==> src/hdl/ssort_pkg.sv <==
package ssort_pkg;

    // Default store depth and data width
    localparam int STORE_DEPTH_DEF = 64;
    localparam int DATA_W          = 32;

    // Sequencer states
    typedef enum logic [1:0] {
        ST_LOAD,
        ST_SCAN,
        ST_PLACE
    } ssort_state_t;

    // Control from the sequencer to the minimum unit
    typedef struct packed {
        logic valid;   // read data of this cycle takes part in the search
        logic first;   // read data is the head of the unsorted rest
    } ssort_cmp_t;

endpackage

==> src/hdl/ssort_store.sv <==
module ssort_store import ssort_pkg::*; #(
    parameter int STORE_DEPTH = STORE_DEPTH_DEF,
    parameter int IDX_W       = (STORE_DEPTH > 1) ? $clog2(STORE_DEPTH) : 1
) (
    input  logic              aclk,
    input  logic              wr_en,
    input  logic [IDX_W-1:0]  wr_addr,
    input  logic [DATA_W-1:0] wr_data,
    input  logic              rd_en,
    input  logic [IDX_W-1:0]  rd_addr,
    output logic [DATA_W-1:0] rd_data
);

    logic [DATA_W-1:0] mem [STORE_DEPTH];
    logic [DATA_W-1:0] rd_data_reg;

    // One write port
    always_ff @(posedge aclk) begin
        if (wr_en) begin
            mem[wr_addr] <= wr_data;
        end
    end

    // One registered read port
    always_ff @(posedge aclk) begin
        if (rd_en) begin
            rd_data_reg <= mem[rd_addr];
        end
    end

    assign rd_data = rd_data_reg;

endmodule

==> src/hdl/ssort_min_unit.sv <==
module ssort_min_unit import ssort_pkg::*; #(
    parameter int IDX_W = 6
) (
    input  logic              aclk,
    input  ssort_cmp_t        cmp,
    input  logic [DATA_W-1:0] rd_data,
    input  logic [IDX_W-1:0]  rd_at,
    output logic [DATA_W-1:0] best,
    output logic [IDX_W-1:0]  best_at,
    output logic [DATA_W-1:0] head_val
);

    logic [DATA_W-1:0] best_reg;
    logic [IDX_W-1:0]  best_at_reg;
    logic [DATA_W-1:0] head_val_reg;
    logic              less;

    // Strict signed compare keeps the first of equal minima
    assign less = $signed(rd_data) < $signed(best_reg);

    // Track the running minimum and the value at the head position
    always_ff @(posedge aclk) begin
        if (cmp.valid) begin
            if (cmp.first || less) begin
                best_reg    <= rd_data;
                best_at_reg <= rd_at;
            end
            if (cmp.first) begin
                head_val_reg <= rd_data;
            end
        end
    end

    assign best     = best_reg;
    assign best_at  = best_at_reg;
    assign head_val = head_val_reg;

endmodule

==> src/hdl/ssort_ctrl.sv <==
module ssort_ctrl import ssort_pkg::*; #(
    parameter int STORE_DEPTH = STORE_DEPTH_DEF,
    parameter int IDX_W       = (STORE_DEPTH > 1) ? $clog2(STORE_DEPTH) : 1,
    parameter int CNT_W       = $clog2(STORE_DEPTH + 1)
) (
    input  logic              aclk,
    input  logic              aresetn,
    // input stream
    input  logic              s_tvalid,
    output logic              s_tready,
    input  logic [DATA_W-1:0] s_element,
    input  logic              s_set_end,
    // result stream
    output logic              m_tvalid,
    input  logic              m_tready,
    output logic [DATA_W-1:0] m_sorted_value,
    output logic              m_final_out,
    output logic              m_overflowed,
    // store ports
    output logic              wr_en,
    output logic [IDX_W-1:0]  wr_addr,
    output logic [DATA_W-1:0] wr_data,
    output logic              rd_en,
    output logic [IDX_W-1:0]  rd_addr,
    // minimum unit
    output ssort_cmp_t        cmp,
    output logic [IDX_W-1:0]  rd_at,
    input  logic [DATA_W-1:0] best,
    input  logic [IDX_W-1:0]  best_at,
    input  logic [DATA_W-1:0] head_val
);

    localparam logic [CNT_W-1:0] DEPTH_C = CNT_W'(STORE_DEPTH);
    localparam logic [CNT_W-1:0] ONE_C   = CNT_W'(1);

    ssort_state_t      state_reg, state_next;
    logic [CNT_W-1:0]  fill_reg, fill_next;
    logic              ovf_reg, ovf_next;
    logic [CNT_W-1:0]  count_reg, count_next;
    logic [CNT_W-1:0]  pos_reg, pos_next;
    logic [CNT_W-1:0]  scan_reg, scan_next;
    logic              pend_reg, pend_next;
    logic [IDX_W-1:0]  pend_at_reg, pend_at_next;
    logic              out_valid_reg, out_valid_next;
    logic [DATA_W-1:0] out_value_reg, out_value_next;
    logic              out_last_reg, out_last_next;
    logic              out_ovf_reg, out_ovf_next;
    logic              slot_free;
    logic              in_xfer;
    logic              has_room;
    logic              last_pos;

    assign slot_free = !out_valid_reg || m_tready;
    assign s_tready  = (state_reg == ST_LOAD);
    assign in_xfer   = s_tvalid && s_tready;
    assign has_room  = fill_reg < DEPTH_C;
    assign last_pos  = (pos_reg == (count_reg - ONE_C));

    // Control registers
    always_ff @(posedge aclk) begin
        if (!aresetn) begin
            state_reg     <= ST_LOAD;
            fill_reg      <= '0;
            ovf_reg       <= 1'b0;
            pend_reg      <= 1'b0;
            out_valid_reg <= 1'b0;
        end else begin
            state_reg     <= state_next;
            fill_reg      <= fill_next;
            ovf_reg       <= ovf_next;
            pend_reg      <= pend_next;
            out_valid_reg <= out_valid_next;
        end
    end

    // Counters and result payload
    always_ff @(posedge aclk) begin
        count_reg     <= count_next;
        pos_reg       <= pos_next;
        scan_reg      <= scan_next;
        pend_at_reg   <= pend_at_next;
        out_value_reg <= out_value_next;
        out_last_reg  <= out_last_next;
        out_ovf_reg   <= out_ovf_next;
    end

    // Sequencer: load, scan for the minimum, place it and emit it
    always_comb begin
        state_next     = state_reg;
        fill_next      = fill_reg;
        ovf_next       = ovf_reg;
        count_next     = count_reg;
        pos_next       = pos_reg;
        scan_next      = scan_reg;
        pend_next      = 1'b0;
        pend_at_next   = pend_at_reg;
        out_valid_next = out_valid_reg;
        out_value_next = out_value_reg;
        out_last_next  = out_last_reg;
        out_ovf_next   = out_ovf_reg;
        wr_en          = 1'b0;
        wr_addr        = fill_reg[IDX_W-1:0];
        wr_data        = s_element;
        rd_en          = 1'b0;
        rd_addr        = scan_reg[IDX_W-1:0];

        // drop the result once taken
        if (out_valid_reg && m_tready) begin
            out_valid_next = 1'b0;
        end

        case (state_reg)
            ST_LOAD: begin
                if (in_xfer) begin
                    if (has_room) begin
                        wr_en     = 1'b1;
                        fill_next = fill_reg + ONE_C;
                    end else begin
                        ovf_next = 1'b1;
                    end
                    if (s_set_end) begin
                        count_next = has_room ? (fill_reg + ONE_C) : fill_reg;
                        pos_next   = '0;
                        scan_next  = '0;
                        state_next = ST_SCAN;
                    end
                end
            end
            ST_SCAN: begin
                // issue one read a cycle over the unsorted rest
                if (scan_reg < count_reg) begin
                    rd_en        = 1'b1;
                    pend_next    = 1'b1;
                    pend_at_next = scan_reg[IDX_W-1:0];
                    scan_next    = scan_reg + ONE_C;
                end else if (!pend_reg) begin
                    state_next = ST_PLACE;
                end
            end
            ST_PLACE: begin
                // move the head value to the minimum's slot and emit the minimum
                if (slot_free) begin
                    wr_en          = 1'b1;
                    wr_addr        = best_at;
                    wr_data        = head_val;
                    out_valid_next = 1'b1;
                    out_value_next = best;
                    out_last_next  = last_pos;
                    out_ovf_next   = ovf_reg;
                    if (last_pos) begin
                        fill_next  = '0;
                        ovf_next   = 1'b0;
                        state_next = ST_LOAD;
                    end else begin
                        pos_next   = pos_reg + ONE_C;
                        scan_next  = pos_reg + ONE_C;
                        state_next = ST_SCAN;
                    end
                end
            end
            default: begin
                state_next = ST_LOAD;
            end
        endcase
    end

    assign cmp.valid = pend_reg;
    assign cmp.first = (pend_at_reg == pos_reg[IDX_W-1:0]);
    assign rd_at     = pend_at_reg;

    assign m_tvalid       = out_valid_reg;
    assign m_sorted_value = out_value_reg;
    assign m_final_out    = out_last_reg;
    assign m_overflowed   = out_ovf_reg;

endmodule

==> src/hdl/selection_sort_engine_top.sv <==
// Values are loaded while s_tready is high; the set-closing transfer starts the sort.
// Sorting n stored values runs one shared signed compare unit over a store with one
// write and one read port: for each position p it scans slots p to n-1 for the
// minimum, then places it; m_tready held low stalls the place step.
// s_tready stays low from the set-closing transfer until the last result is loaded.
// aresetn (synchronous, active low) empties the set; the store is not cleared.
module selection_sort_engine_top import ssort_pkg::*; #(
    parameter int STORE_DEPTH = STORE_DEPTH_DEF
) (
    input  logic        aclk,
    input  logic        aresetn,
    input  logic        s_tvalid,
    output logic        s_tready,
    input  logic [31:0] s_tdata,   // [31:0] element
    input  logic        s_tlast,   // set_end
    output logic        m_tvalid,
    input  logic        m_tready,
    output logic [31:0] m_tdata,   // [31:0] sorted_value
    output logic        m_tlast,   // final_out
    output logic        m_tuser    // [0] overflowed
);

    localparam int IDX_W = (STORE_DEPTH > 1) ? $clog2(STORE_DEPTH) : 1;
    localparam int CNT_W = $clog2(STORE_DEPTH + 1);

    logic              wr_en;
    logic [IDX_W-1:0]  wr_addr;
    logic [DATA_W-1:0] wr_data;
    logic              rd_en;
    logic [IDX_W-1:0]  rd_addr;
    logic [DATA_W-1:0] rd_data;
    ssort_cmp_t        cmp;
    logic [IDX_W-1:0]  rd_at;
    logic [DATA_W-1:0] best;
    logic [IDX_W-1:0]  best_at;
    logic [DATA_W-1:0] head_val;

    ssort_store #(
        .STORE_DEPTH (STORE_DEPTH),
        .IDX_W       (IDX_W)
    ) u_store (
        .aclk    (aclk),
        .wr_en   (wr_en),
        .wr_addr (wr_addr),
        .wr_data (wr_data),
        .rd_en   (rd_en),
        .rd_addr (rd_addr),
        .rd_data (rd_data)
    );

    ssort_min_unit #(
        .IDX_W (IDX_W)
    ) u_min (
        .aclk     (aclk),
        .cmp      (cmp),
        .rd_data  (rd_data),
        .rd_at    (rd_at),
        .best     (best),
        .best_at  (best_at),
        .head_val (head_val)
    );

    ssort_ctrl #(
        .STORE_DEPTH (STORE_DEPTH),
        .IDX_W       (IDX_W),
        .CNT_W       (CNT_W)
    ) u_ctrl (
        .aclk           (aclk),
        .aresetn        (aresetn),
        .s_tvalid       (s_tvalid),
        .s_tready       (s_tready),
        .s_element      (s_tdata),
        .s_set_end      (s_tlast),
        .m_tvalid       (m_tvalid),
        .m_tready       (m_tready),
        .m_sorted_value (m_tdata),
        .m_final_out    (m_tlast),
        .m_overflowed   (m_tuser),
        .wr_en          (wr_en),
        .wr_addr        (wr_addr),
        .wr_data        (wr_data),
        .rd_en          (rd_en),
        .rd_addr        (rd_addr),
        .cmp            (cmp),
        .rd_at          (rd_at),
        .best           (best),
        .best_at        (best_at),
        .head_val       (head_val)
    );

endmodule
==> config.mk <==
export PLATFORM = sky130hd
export DESIGN_NAME = selection_sort_engine_top
export DESIGN_NICKNAME = d
export VERILOG_FILES = /design/src/hdl/ssort_pkg.sv /design/src/hdl/ssort_store.sv /design/src/hdl/ssort_min_unit.sv /design/src/hdl/ssort_ctrl.sv /design/src/hdl/selection_sort_engine_top.sv
export SDC_FILE = /design/constraint.sdc
export NUM_CORES = 2
export LEC_CHECK = 0
export BUFFER_PORTS_ARGS = -buffer_cell sky130_fd_sc_hd__buf_2
export CAP_MARGIN = 20
export CORE_MARGIN = 1.5
export CORE_UTILIZATION = 55
export DETAILED_ROUTE_END_ITERATION = 8
export PLACE_DENSITY = 0.71
export SYNTH_ARGS = -nofsm -noshare
export SYNTH_HDL_FRONTEND = slang
export SYNTH_HIERARCHICAL = 1
export SYNTH_SLANG_ARGS = --single-unit
==> constraint.sdc <==
create_clock -name aclk -period 9.9 [get_ports aclk]
set_clock_uncertainty 0.15 [all_clocks]
set_input_delay 0.495 -clock aclk [delete_from_list [all_inputs] [get_ports aclk]]
set_output_delay 0.495 -clock aclk [all_outputs]
set_load 0.02 [all_outputs]
Word-level counts from Yosys, hierarchy flattened
Memory sizes are Yosys's and may differ from the RTL's. A register that Yosys moved wholly into a read port is not among the register bits. Cells that the tools add are included. W data, S select, Z words.

Word-level logic and storage cells: 93. Bits in registers: 143. Memories kept: 1. RAM bits: 2048.

Equal/unequal tests: 13. Add/sub/neg operators: 4. Reductions and logical operators: 18. $lt $le $gt $ge: 3. Muxes and demuxes: 39.

Memories: u_store.mem (depth 64, bits a word 32, rd ports 1, clocked after Yosys merged registers in 1, write ports 1, RTL line ssort_store.sv:14) `logic [DATA_W-1:0] mem [STORE_DEPTH];`.

Operators with widths (count): $mux W32 (2); $mux W7 (9); $lt A32 B32 Y1 (1); $pmux W7 S2 (2); $add A7 B1 Y7 const B (3); $pmux W7 S3 (1); $mux W1 (15); $reduce_and A5 Y1 (3); $mux W6 (2); $ne A2 B2 Y1 const B (6); $mux W2 (5); $reduce_and A2 Y1 (4); $eq A7 B7 Y1 (1); $lt A7 B7 Y1 (1); $lt A7 B7 Y1 const B (1); $sub A7 B1 Y7 const B (1); $eq A6 B6 Y1 (1); $ne A2 B1 Y1 const B (3); $pmux W2 S3 (1); $reduce_and A6 Y1 (1); $pmux W1 S2 (2); $reduce_and A4 Y1 (1); $reduce_and A3 Y1 (1); $reduce_bool A3 Y1 (1); 7 further kinds (9).

Logic depth before layout (Yosys ltp)
Depth in word-level cells: 6. Depth in mapped cells: 13. Gate-level depth less buffers: 9.

Cells and area by module
Netlist, hierarchy kept.

Modules (own cells, without submodules): ssort_store (seq. area each 62459.9 µm², area each 78835.6 µm², cells each 3324, times used 1); ssort_ctrl (seq. area each 2072.0 µm², area each 3826.2 µm², cells each 386, times used 1); ssort_min_unit (seq. area each 2102.0 µm², area each 2931.6 µm², cells each 187, times used 1).

Least setup slack after synthesis
Ideal clock, no wire load.

Path kind: register -> register. Start: register u_ctrl.state_reg[0]. End: memory u_store.mem[48][0], enable pin. Stages on the path, launching flop included: 13. Data arrival time: 4.947 ns. Path buffers: 4. Clock period less this slack: 5.558 ns. Path slack: 4.342 ns. Path through: dfxtp_1 -> inv_1 -> ha_1 -> buf_6 -> nand2b_1 -> clkbuf_1 -> inv_1 -> clkbuf_1 -> nand2_1 -> nand2_1 -> clkbuf_1 -> nand4b_1 -> nor3_1.

Elaborated cells on any way between the ends: 8. Classes of those cells: eq/ne: 1; mux: 5; reduce/logical: 2.

RTL lines: start, declared (RTL line ssort_ctrl.sv:36) `ssort_state_t state_reg, state_next;`; start signal, assigned (RTL line ssort_ctrl.sv:68) `state_reg <= state_next;`; $eq A2 B2 Y1 (RTL line ssort_ctrl.sv:112) `case (state_reg)`; $mux W6 (RTL line ssort_ctrl.sv:112); named net wr_addr[4] (RTL line selection_sort_engine_top.sv:27) `logic [IDX_W-1:0] wr_addr;`; end, declared (RTL line ssort_store.sv:14).

The timed path passes the listed nets, and every way through them passes these cells.

Worst setup path after layout
Start: register u_ctrl.state_reg[0]. End: memory u_store.mem[25][17], enable pin.

Same word-level chain as after synthesis.

==> summary.md <==
| Metric | Value |
|---|---|
| Most common cell on crit path | `nand2_1` |
| Worst Setup Start Kind | `register` |
| TritonCTS buffer count | `between 200 and 250` |
| Routed length on met3 | `23,100 µm` |
| Register with the highest flop count | `u_store/mem` |
| Vias in the first global route | `between 40k and 50k` |
| Class of the worst hold path | `in -> reg` |
| Delay-heaviest family, CP | `simple AND/OR/NAND/NOR gates` |
| Leakage dissipation | `about 0.03 µW` |
| Per-instance average area after synthesis | `22.0 µm²` |
| Nets | `4,184` |
| Detailed Route WL | `between 200,000 and 250,000 µm` |
| Root Buffer Master | `clkbuf_16` |
| DRT met1 WL | `81,400 µm` |
| Buffer and inverter count on the worst path | `3` |
| Fraction of power consumed by combinational cells | `29.2%` |
| Area growth syn-to-layout | `12.7%` |
| DP Worst Slack | `4.78 ns` |
| Via density per instance | `6.56` |
| Max rail drop VDD | `0.276 mV` |
| Part of the Yosys area used for sequential elements | `77.8%` |
| Max FFs per register | `2,048` |
| Most frequent cells in the layout | `2,211 x edfxtp_1, 544 x mux4_2, 212 x clkbuf_16` |
| Internal power component | `between 15,000 and 20,000 µW` |
| Clk sink count | `2,223` |
| Global-route usage over all layers | `27.4%` |
| Met2 wire length | `around 100,000 µm` |
| Cell breakdown of the critical path | `inv_1 -> ha_1 -> nand2b_2 -> buf_4 -> inv_2 -> nand2_1 -> nand2_1 -> nor2_1 -> nand3_1 -> nor2_4` |
| Critical path peak fanout | `42` |
| Register share of total power | `about two fifths` |
| Register bit total from synthesis | `2,223` |
| Arr. time, crit path | `between 5 and 6 ns` |
| Violations in the final reports | `DRC` |
| Unrepaired setup endpoints after global routing | `false` |
| Combined flip-flop and latch cell area | `66,600 µm²` |
| Die outline width | `between 300 and 400 µm` |
| Number of synthesis warnings | `6` |
| Number of DRC violations after detailed routing | `16` |
| CP peak stage delay | `~1.2 ns` |
| GRT overflow | `0` |
| Routed Antenna Nets | `0` |
| Highest clock frequency the design can meet | `0.194 GHz` |
| Number of maximum-capacitance constraint violations | `0` |
| Count of different cell masters after synthesis | `70` |
| Number of core rows | `roughly 140` |
| Clock tree from TritonCTS | `built` |
| Routability-driven placement congestion ratio | `0.886` |
| Core box area | `154,000 µm²` |
| CP max-delay cell | `nor2_4` |
| I/O pins | `73` |
| Post-detail-place hpwl | `123,000 µm` |
| FFs w/ async S/R, synth | `0%` |
| Detailed-route via count | `~42k` |
| Length in cells of the worst reg-to-reg path | `10` |
| Clock-pin slew reported for the worst setup and hold paths after clock tree synthesis | `0.06 ns` |
| Required arrival time at the worst endpoint | `10.20 ns` |
| Initial antenna violation count | `18` |
| Global-route wire length before repair | `303,000 µm` |
| Transition time of the tightest slew-check pin | `1.13 ns` |
| Fin crit period | `5.16 ns` |
| Outcome | `finished, violations left` |
| Starting Density | `a little under three fifths` |
| Final worst hold slack | `approximately 0.12 ns` |
| Psw | `8840 µW` |
| # setup viols final | `0` |
| Final WS setup | `4.74 ns` |
| Total Power | `27,700 µW` |
| Primary FF master, synth | `edfxtp_1` |
| Iteration-0 DRC Markers | `6,145` |
| Instance count of the mapped netlist | `around 3.9k` |
| Total iterations of the first detailed-routing run | `9` |
| Total Neg Setup Slack | `0 ns` |
| Post-CTS resize count | `0` |
| Clock network fraction of design power | `between 20% and 30%` |
| Most common library cell in the layout ignoring fill and taps | `edfxtp_1` |
| Kind of critical path | `reg -> reg` |
| Post-synth EDFFs | `2,211` |
| Final Hold Viols | `0` |
| Min-Delay Path Depth | `2` |
| Total area of multi-input combinational cells | `18,400 µm²` |
| Clock latency of the later-clocked register in the worst-skew pair | `0.85 ns` |
| Slew Viols, Final | `0` |
| Filler Cell Count | `10.1k` |
| Wire length per cell | `33.9 µm` |
| Combined area of all synthesized cells | `85,600 µm²` |
| Syn nets | `3,980` |
| Total power density per cell area | `288 nW/µm²` |
| Net switching fraction of the power | `31.9%` |
| DIE AREA | `about 160,000 µm²` |
| Htree depth | `4` |
| Buffer depth of the longest clock path | `3` |
| Uppermost layer routed | `met5` |
| Maximum number of pins on one net before global-route repair | `101` |
| Die height | `397 µm` |
| Share of layout cells above drive strength 1 | `26.9%` |
| Worst path depth | `10` |
| Fraction of the cycle the final worst path needs | `between 50% and 60%` |
| Headroom to the max-slew limit | `24.6%` |
| Buffers on Ports | `72` |
| Nature of the critical path endpoint | `register` |
repair_timing:
action,in CTS,in global routing
setup buffers,0,0
hold endpoints to repair,11,0
hold buffers,4,0
per-stage QoR:
stage / util (%) / area [µm²] / std cells
floorplan: - / 85600 / 3897
CTS: 62.3 / 96000 / 6306
finish: 62.6 / 96500 / 6331
global placement: 57.7 / 89000 / 5902
global route: 62.6 / 96500 / 6328
detailed placement: 57.8 / 89100 / 5908
power by group through the flow:
stage,Sequential [µW],Combinational [µW],Clock [µW]
4_1_cts,11600,8040,8100
3_3_place_gp,11800,7890,0
3_5_place_dp,11800,7980,0
5_1_grt,11600,8410,8450
6_report,11600,8090,8030
2_1_floorplan,11700,4990,0
metal layers:
metal / global-route usage [%] / vias to the layer above
met3: 5.77 / 315
met4: 9.00 / 4
met5: 0 / -
met2: 42.6 / 2475
met1: 39.4 / 22000
li1: - / 16700
path summary, 6_finish.rpt:
path                  startpoint                         to  slack [ns]
max          u_ctrl/state_reg[0]        u_store/mem[25][17]        4.74
min                      s_tlast        u_ctrl/count_reg[4]        0.12
max reg2reg  u_ctrl/state_reg[0]        u_store/mem[25][17]        4.74
min reg2reg       u_min/best[12]  u_ctrl/m_sorted_value[12]        0.29
logic make-up after synthesis:
group,Yosys count,synth area share [%]
AO/OA/AOI/OAI,269,2.06
XOR/XNOR,30,0.307
adder cells (fa/ha/maj),46,0.672
multiplexers,638,15.4
AND/OR/NAND/NOR,437,2.31
buffers and inverters,254,1.39
flip-flops,2223,77.8
synth_stat cells (all sizes together), types with 2 or more instances:
cell	n	area, µm²
a32o	5	50.1
a41o	4	40.0
o221ai	27	236
xor2	8	70.1
nor3b	3	38.8
nand3	16	80.1
a22oi	12	90.1
nor2	158	596
a311oi	9	78.8
or3	5	31.3
nor3	13	70.1
mux2i	93	931
a21o	2	15.0
clkbuf	88	332
and3	9	57.6
a21oi	88	440
mux4	544	12300
o21ai	12	60.1
nand3b	5	37.5
nand2	159	597
xnor2	22	193
or2	3	18.8
o2bb2ai	2	17.5
nand4	9	56.3
and4	2	17.5
o32ai	4	35.0
or3b	5	43.8
nor4	3	25.0
dfxtp	12	240
ha	46	576
nor2b	27	169
buf	117	677
nand2b	13	88.8
a211oi	3	22.5
o22ai	85	532
edfxtp	2211	66400
inv	48	180
and2	5	31.3
o21a	4	30.0
cell type report:
cell class                 instances  share of cell area (%)
timing repair buffer             198                    1.90
tap                             2044                    2.65
antenna                            3                 0.00778
clock buffer                     261                    5.74
inverter                          49                   0.191
clock inverter                   133                    1.37
multi-input combinational       1420                    19.1
sequential                      2223                    69.1
Note: power is estimated with default switching activity, not from simulation.
